<file path="config.mk">
export PLATFORM = sky130hd
export DESIGN_NAME = plob_ctrl
export DESIGN_NICKNAME = d
export VERILOG_FILES = /design/src/sv/plob_pkg.sv /design/src/sv/plob_ctrl.sv
export SDC_FILE = /design/constraint.sdc
export NUM_CORES = 1
export LEC_CHECK = 0
export BUFFER_PORTS_ARGS = -buffer_cell sky130_fd_sc_hd__buf_2
export CAP_MARGIN = 20
export CORE_AREA = 8 8 45 47
export DETAILED_ROUTE_END_ITERATION = 16
export DIE_AREA = 0 0 53 55
export RECOVER_POWER = 25
export SLEW_MARGIN = 20
export SYNTH_ARGS = -nofsm -noshare
export SYNTH_HDL_FRONTEND = slang
export SYNTH_SLANG_ARGS = --single-unit
</file>
<file path="constraint.sdc">
create_clock -name clk -period 2.44 [get_ports clk]
set_clock_uncertainty 0.1 [all_clocks]
set_input_delay 0.244 -clock clk [delete_from_list [all_inputs] [get_ports clk]]
set_output_delay 0.244 -clock clk [all_outputs]
set_load 0.005 [all_outputs]
</file>
<file path="src/sv/plob_pkg.sv">
// plob_pkg: shared types and constants for the price level order book
// no dependencies
package plob_pkg;

    localparam logic [2:0] ACT_ADD    = 3'd0;
    localparam logic [2:0] ACT_MODIFY = 3'd1;
    localparam logic [2:0] ACT_REMOVE = 3'd2;
    localparam logic [2:0] ACT_EXEC   = 3'd3;
    localparam logic [2:0] ACT_CLEAR  = 3'd4;

    // commands from controller to datapath
    typedef struct packed {
        logic load;        // capture the incoming item
        logic clear_book;  // invalidate all levels
        logic scan_start;  // reset scan accumulators
        logic scan_step;   // examine one entry of each side
        logic apply;       // write the table update
        logic tob_step;    // latch top of book, start divider
        logic div_step;    // one quotient bit
        logic done;        // drive result strobe
    } plob_cmd_t;

    // status back from datapath
    typedef struct packed {
        logic scan_last;
        logic div_last;
    } plob_sts_t;

endpackage

</file>
<file path="src/sv/plob_ctrl.sv">
// plob_ctrl: sequencer for one order book message
// depends on plob_pkg
module plob_ctrl (
    input  logic               clk,
    input  logic               rst_n,
    input  logic               start,
    input  logic [2:0]         action,
    output logic               busy,
    output plob_pkg::plob_cmd_t cmd,
    input  plob_pkg::plob_sts_t sts
);
    import plob_pkg::*;

    typedef enum logic [2:0] {S_IDLE, S_FIND, S_APPLY, S_SCAN, S_TOB, S_DIV, S_OUT} state_t;
    state_t state_reg;

    // state register
    always_ff @(posedge clk or negedge rst_n)
    begin
        if (!rst_n)
        begin
            state_reg <= S_IDLE;
        end
        else
        begin
            unique case (state_reg)
                S_IDLE:  if (start) state_reg <= S_FIND;
                S_FIND:  if (sts.scan_last) state_reg <= S_APPLY;
                S_APPLY: state_reg <= S_SCAN;
                S_SCAN:  if (sts.scan_last) state_reg <= S_TOB;
                S_TOB:   state_reg <= S_DIV;
                S_DIV:   if (sts.div_last) state_reg <= S_OUT;
                S_OUT:   state_reg <= S_IDLE;
                default: state_reg <= S_IDLE;
            endcase
        end
    end

    assign busy = (state_reg != S_IDLE);

    // command decode
    always_comb
    begin
        cmd = '0;
        unique case (state_reg)
            S_IDLE:
            begin
                cmd.load = start;
                cmd.scan_start = start;
                cmd.clear_book = start && (action == ACT_CLEAR);
            end
            S_FIND:  cmd.scan_step = 1'b1;
            S_APPLY:
            begin
                cmd.apply = 1'b1;
                cmd.scan_start = 1'b1;
            end
            S_SCAN:  cmd.scan_step = 1'b1;
            S_TOB:   cmd.tob_step = 1'b1;
            S_DIV:   cmd.div_step = 1'b1;
            S_OUT:   cmd.done = 1'b1;
            default: cmd = '0;
        endcase
    end
endmodule

</file>
==> results of run 1 <==
[stage by stage]
| step | hold slack (ns) | power, mW | utilization, % | setup WS [ns] | instances |
|---|---|---|---|---|---|
| after floorplan | -0.152 | 0.312 | - | 1.18 | 28 |
| after global placement | -0.0588 | 0.354 | 25.2 | 1.07 | 57 |
| after detailed placement | -0.0599 | 0.357 | 25.2 | 1.04 | 57 |
| after CTS | 0.179 | 0.452 | 27.8 | 0.786 | 62 |
| after global routing | 0.192 | 0.485 | 27.8 | 0.724 | 62 |
| final | 0.185 | 0.439 | 27.8 | 0.807 | 62 |
[placed cells by master (no fill, tap or decap), drive strengths merged]
master and instances:
buf 15, clkbuf 5, dfrtp 3, nor3b 2
and3b 2, nor2 2, nor3 2, and2b 2
inv 1, and2 1, and4 1, mux2 1
nor4 1, a221oi 1, nand2 1, and4bb 1
and4b 1, a211o 1, nor2b 1, a31o 1
dlygate4sd3 1
[layout make-up]
| type | count | area (µm²) |
|---|---|---|
| clock buffers | 4 | 26.3 |
| fillers | 156 | 1000 |
| inverters | 1 | 3.75 |
| multi-input cells | 21 | 170 |
| flip-flops and latches | 3 | 75.1 |
| well taps | 16 | 20.0 |
| repair buffers | 17 | 88.8 |
[what timing repair did]
| action | 4_1_cts | 5_1_grt |
|---|---|---|
| hold endpoints to repair | 3 | 0 |
| hold buffers | 1 | 0 |
| resized for setup | 0 | 0 |
[power groups by stage]
stage | combinational, mW | sequential [mW] | clock [mW]
after floorplan | 0.219 | 0.0929 | 0
after global placement | 0.204 | 0.150 | 0
after detailed placement | 0.205 | 0.152 | 0
after CTS | 0.207 | 0.151 | 0.0940
after global routing | 0.224 | 0.163 | 0.0973
final | 0.200 | 0.151 | 0.0877
[final timing paths]
path / from / endpoint / slack (ns) / cells past startpoint
max in group asynchronous: rst_n / state_reg[1] / 1.84 / 2
worst min register to register: state_reg[1] / state_reg[0] / 0.59 / 1
worst min-delay path: sts[1] / state_reg[2] / 0.19 / 2
min in group asynchronous: rst_n / state_reg[2] / 0.25 / 2
worst max-delay path: state_reg[1] / cmd[6] / 0.81 / 3
worst max register to register: state_reg[2] / state_reg[0] / 1.10 / 2
[per-layer routing]
layer,vias to the layer above,wire (µm),track usage (%),part of all wire [%]
met5,-,0,0,0
met4,0,17,6.47,2.5
met3,2,13,0.802,1.9
met2,6,370,7.42,54
met1,127,279,5.20,41
li1,138,-,-,-
[kinds of logic after synthesis]
| logic type | count (synthesis) | synth area share (%) |
|---|---|---|
| AND/OR/NAND/NOR | 17 | 45.7 |
| buffers and inverters | 4 | 11.3 |
| AO/OA/AOI/OAI | 3 | 11.8 |
| flip-flops | 3 | 27.1 |
| multiplexers | 1 | 4.07 |
==> results.md, run 1 <==
- Die X: about 53 µm
- GRT Util Overall: 4.93%
- Die height: roughly 55 µm
- Antenna cells: 0
- Async set-reset flop share out of synthesis: between 90% and 100%
- Post-CTS setup buffer count: 0
- Setup TNS: 0 ns
- CP Launch Type: flip-flop
- Synth Flop Type: dfrtp_1
- Status: finished, final reports clean
- Crit path kind: reg -> out
- Worst-Margin Slew: 0.376 ns
- First drt pass iteration count: 2
- Yosys top cell area share: between 20% and 30%
- Number of max-cap violations: 0
- PortBufs: 16
- Most frequent cells after synthesis: 3 x dfrtp_1, 2 x and3b_1, 2 x buf_6, 2 x nor2_1, 2 x nor3b_1
- Pwr dens: between 1000 and 1500 mW/mm²
- WP data required: approximately 2.1 ns
- Final Max Tran Viols: 0
- Routability cong.: 0.636
- Part of the power in the clock network: around a fifth
- Post-DR wirelength/cell: between 10 and 15 µm
- Gr ovfl total: 0
- Peak VDD IR: 429 µV
- Max-slew headroom at the worst pin: roughly 75%
- Post-route clock period utilization: 66.9%
- Crit path max-delay family: flip-flops
- Total Wirelength: just under 700 µm
- Initial antenna violation count: 0
- Placed Area: between 300 and 400 µm²
- Worst skew pair latency: 0.23 ns
- Switching pwr: ~170 µW
- #FFs+latches synth: 3
- Post-synth EDFFs: 0
- Initial Utilization: between 15 and 20%
- CP max-delay cell: dfrtp_1
- Net switching share of the total power: 39.1%
- Slowest stage delay, CP: 0.49 ns
- Clock Path Buffers: 2
- Top cells by area, synth: dfrtp_1 27%, buf_6 8.1%, and3b_1 6.3%
- Crit path buf inv count: 1
- H-tree levels: 1
- Fin. Hold Viols: 0
- Synth Net Count: 36
- CTS Sinks: 3
- TritonCTS buffer count: 3
- Largest net degree at the start of global routing: 15
- Root Buffer: clkbuf_4
- Synth Cell Area: around 280 µm²
- Vias: 273
- Synth Instances: 28
- CTS clk-pin slew, worst paths: approximately 0.04 ns
- Int Pwr: 267 µW
- Maximum fanout along the worst path: 13
- Area Growth Syn to Fin: 38.9%
- Worst-path cell chain: nor3_2 > and4_1 > buf_2
- CTS tree: done
- Part of the power in registers: about 34%
- Synthesized area per cell: a little under 10 µm²
- HP Class: in -> reg
- Fmax: just over 0.6 GHz
- Core outline area: 0.00138 mm²
- Top-count cell post-synth: dfrtp_1
- Max reg flops: 3
- Initial DRC count: 1
- First-pass GRT wire length: around 1000 µm
- Crit path arrival time: about 1.3 ns
- P_leak: around 0.2 nW
- Synthesis Warnings: 0
- Setup crit end kind: output pin
- Clock period minus worst slack: around 1.6 ns
- DRT antenna net count: 0
- Final Setup Violations: 0
- Number of library cell types mapped by synthesis: 22
- Total Nets Final: between 50 and 60
- Combinational power share: between 40% and 50%
- Rows: 14
- Unrepaired setup endpoints after global routing: no
- Fin area: around 380 µm²
- Seq/Total Area, Yosys: a little over a quarter
- DR vias/cell: about 4.4
- Post-synth top area cell: dfrtp_1
- Share of cells above drive strength 1: between 40% and 50%
- IO Pins: 17
- Die area: 0.00292 mm²
- DRC viols: 0
- Vias in the first global route: roughly 260
Note: power is estimated with default switching activity, not from simulation.
==> inputs of run 2 (changes only) <==
Settings changed: ABC_AREA set to 1.
Clock period 2.44 ns to 1.6 ns, I/O delays scaled along.
==> run 2 against run 1 <==
  * Clock power rose by 51%
  * Register-to-register slack got worse by 0.67 ns
  * Setup slack got worse by 0.66 ns
  * Cell count rose by 19%
  * Highest routed layer is now met3
==> results.md, run 2 <==
- Async set-reset flop share out of synthesis: between 90% and 100%
- DRC viols: 0
- CP max-delay cell: dfrtp_2
- Max-slew headroom at the worst pin: a little over four fifths
- Clock period minus worst slack: ~1.5 ns
- Commonest non-fill, non-tap cell in the layout: buf_2
- Synth Flop Type: dfrtp_1
- GRT Util Overall: between 5 and 6%
- P_leak: 0.228 nW
- Core outline area: between 0.001 and 0.0015 mm²
- Synthesized area per cell: between 6 and 7 µm²
- DRT antenna net count: 0
- First drt pass iteration count: 4
- Post-route clock period utilization: roughly nine tenths
- Die X: roughly 53 µm
- M3 GR Usage: 2.14%
- Seq/Total Area, Yosys: roughly 30%
- Share of cells above drive strength 1: roughly half
- First-pass GRT wire length: about 1100 µm
- Post-DR wirelength/cell: roughly 9.4 µm
- CTS clk-pin slew, worst paths: ~0.04 ns
- Total Wirelength: just under 700 µm
- CP Launch Type: flip-flop
- Rows: 14
- Max reg flops: 3
- Synth Instances: 37
- Initial antenna violation count: 0
- Worst hold margin: roughly 0.11 ns
- Gr ovfl total: 0
- Fin. Hold Viols: 0
- Synth Net Count: 45
- Crit path arrival time: between 1 and 1.5 ns
- Total Nets Final: between 60 and 70
- Number of library cell types mapped by synthesis: 17
- H-tree levels: 1
- Clock Path Buffers: 2
- Dpl hpwl: slightly below 600 µm
- Worst skew pair latency: approximately 0.23 ns
- Antenna cells: 0
- Most frequent cells in the layout: 15 x buf_2, 6 x nand2_1, 5 x inv_1
- Top-count cell post-synth: nand2_1
- Gr busiest metal: met2
- HP Class: in -> reg
- Die height: 55 µm
- Routing usage on met2: roughly 8.6%
- TritonCTS buffer count: 3
- Vias in the first global route: just under 300
- WP data required: 1.34 ns
- Worst-path cell chain: nor2_4 > nand2_2 > nor2_2 > and3_1 > buf_2
- Peak VDD IR: a little over 500 µV
- Setup crit end kind: output pin
- PortBufs: 16
- Vias: roughly 300
- Post-synth EDFFs: 0
- Status: finished, final reports clean
- Crit path max-delay family: flip-flops
- Pwr dens: about 1900 mW/mm²
- DR vias/cell: 4.01
- #FFs+latches synth: 3
- GR Layer Usage met1: under 10%
- Initial DRC count: 14
- Unrepaired setup endpoints after global routing: no
- Crit path buf inv count: 1
- Setup TNS: 0 ns
- Yosys top cell area share: approximately 30%
- Initial Utilization: a little under a fifth
- Die area: ~0.003 mm²
- Root Buffer: clkbuf_4
- IO Pins: 17
- CTS tree: done
- Final Max Tran Viols: 0
- Slowest stage delay, CP: around 0.44 ns
- Largest net degree at the start of global routing: 9
- Final Setup Violations: 0
- Top cells by area, synth: dfrtp_1 29%, nand2_1 8.8%, inv_1 7.4%
- Worst-Margin Slew: approximately 0.23 ns
- CTS Sinks: 3
- Maximum fanout along the worst path: 5
- Fmax: approximately 0.69 GHz
- Routability cong.: slightly below 0.8
- Post-synth top area cell: dfrtp_1
- Crit path kind: reg -> out
- Most frequent cells after synthesis: 6 x nand2_1, 5 x inv_1
- Number of max-cap violations: 0
- Synth Cell Area: approximately 260 µm²
- Area Growth Syn to Fin: 52.0%
- Synthesis Warnings: 0
-- run 2: cell types whose count changed in the layout (fill, tap and decap cells not counted), sizes merged, moves of 3 or more --
cell,before,now
inv,1,8
nand2,1,7
o21ai,0,4
nand4,0,3
nor2,2,5
-- run 2: per-layer routing --
layer	wire (µm)	part of all wire, %
met1	249	36
met3	47	6.8
met4	0	0
met2	400	57
met5	0	0
-- run 2: through the flow --
stage / total power [mW] / worst slack (ns) / utilization, % / instance area (µm²) / std cells
6_report: 0.726 / 0.146 / 28.0 / 388 / 74
3_3_place_gp: 0.577 / 0.339 / 24.9 / 344 / 68
2_1_floorplan: 0.469 / 0.404 / - / 255 / 37
4_1_cts: 0.721 / 0.0662 / 27.5 / 380 / 73
5_1_grt: 0.813 / 0.00387 / 28.0 / 388 / 74
3_5_place_dp: 0.579 / 0.321 / 24.9 / 344 / 68
-- run 2: tightest hold or removal path, cell delays in order --
cell	delay, ns
buf_2	0.09
nand4_1	0.08
o21ai_0	0.08
-- run 2: area by class of cell --
cell class / count / area (µm²)
Fill cell: 157 / 996
Multi-Input combinational cell: 25 / 139
Timing Repair Buffer: 18 / 96.3
Sequential cell: 3 / 76.3
Inverter: 8 / 30.0
Clock buffer: 4 / 26.3
Tap cell: 16 / 20.0
-- run 2: final timing paths --
path	endpoint	slack [ns]	start	cells past startpoint
hold / removal	state_reg[2]	0.11	sts[1]	3
hold reg to reg	state_reg[1]	0.53	state_reg[1]	2
setup / recovery	cmd[6]	0.15	state_reg[0]	5
min in group asynchronous	state_reg[2]	0.16	rst_n	2
setup reg to reg	state_reg[0]	0.43	state_reg[1]	6
max in group asynchronous	state_reg[0]	1.07	rst_n	2
-- run 2: cells by family after synthesis --
family                 share of synthesized area, %
buffers and inverters                          16.2
and+or+nand+nor                                42.6
DFF                                            29.4
AOI/OAI and AO/OA                              11.8
-- run 2: what timing repair did --
item,4_1_cts,5_1_grt
resized for setup,0,1
setup endpoints to repair,0,1
endpoints found under the hold margin,3,0
hold buffers,1,0
setup buffers,0,1
-- run 2: power by group --
| part | leakage (nW) | internal [mW] | switching (mW) | total, mW |
|---|---|---|---|---|
| Clock | 0.0150 | 0.0934 | 0.0389 | 0.132 |
| Combinational | 0.177 | 0.187 | 0.228 | 0.416 |
| Sequential | 0.0360 | 0.119 | 0.0596 | 0.178 |
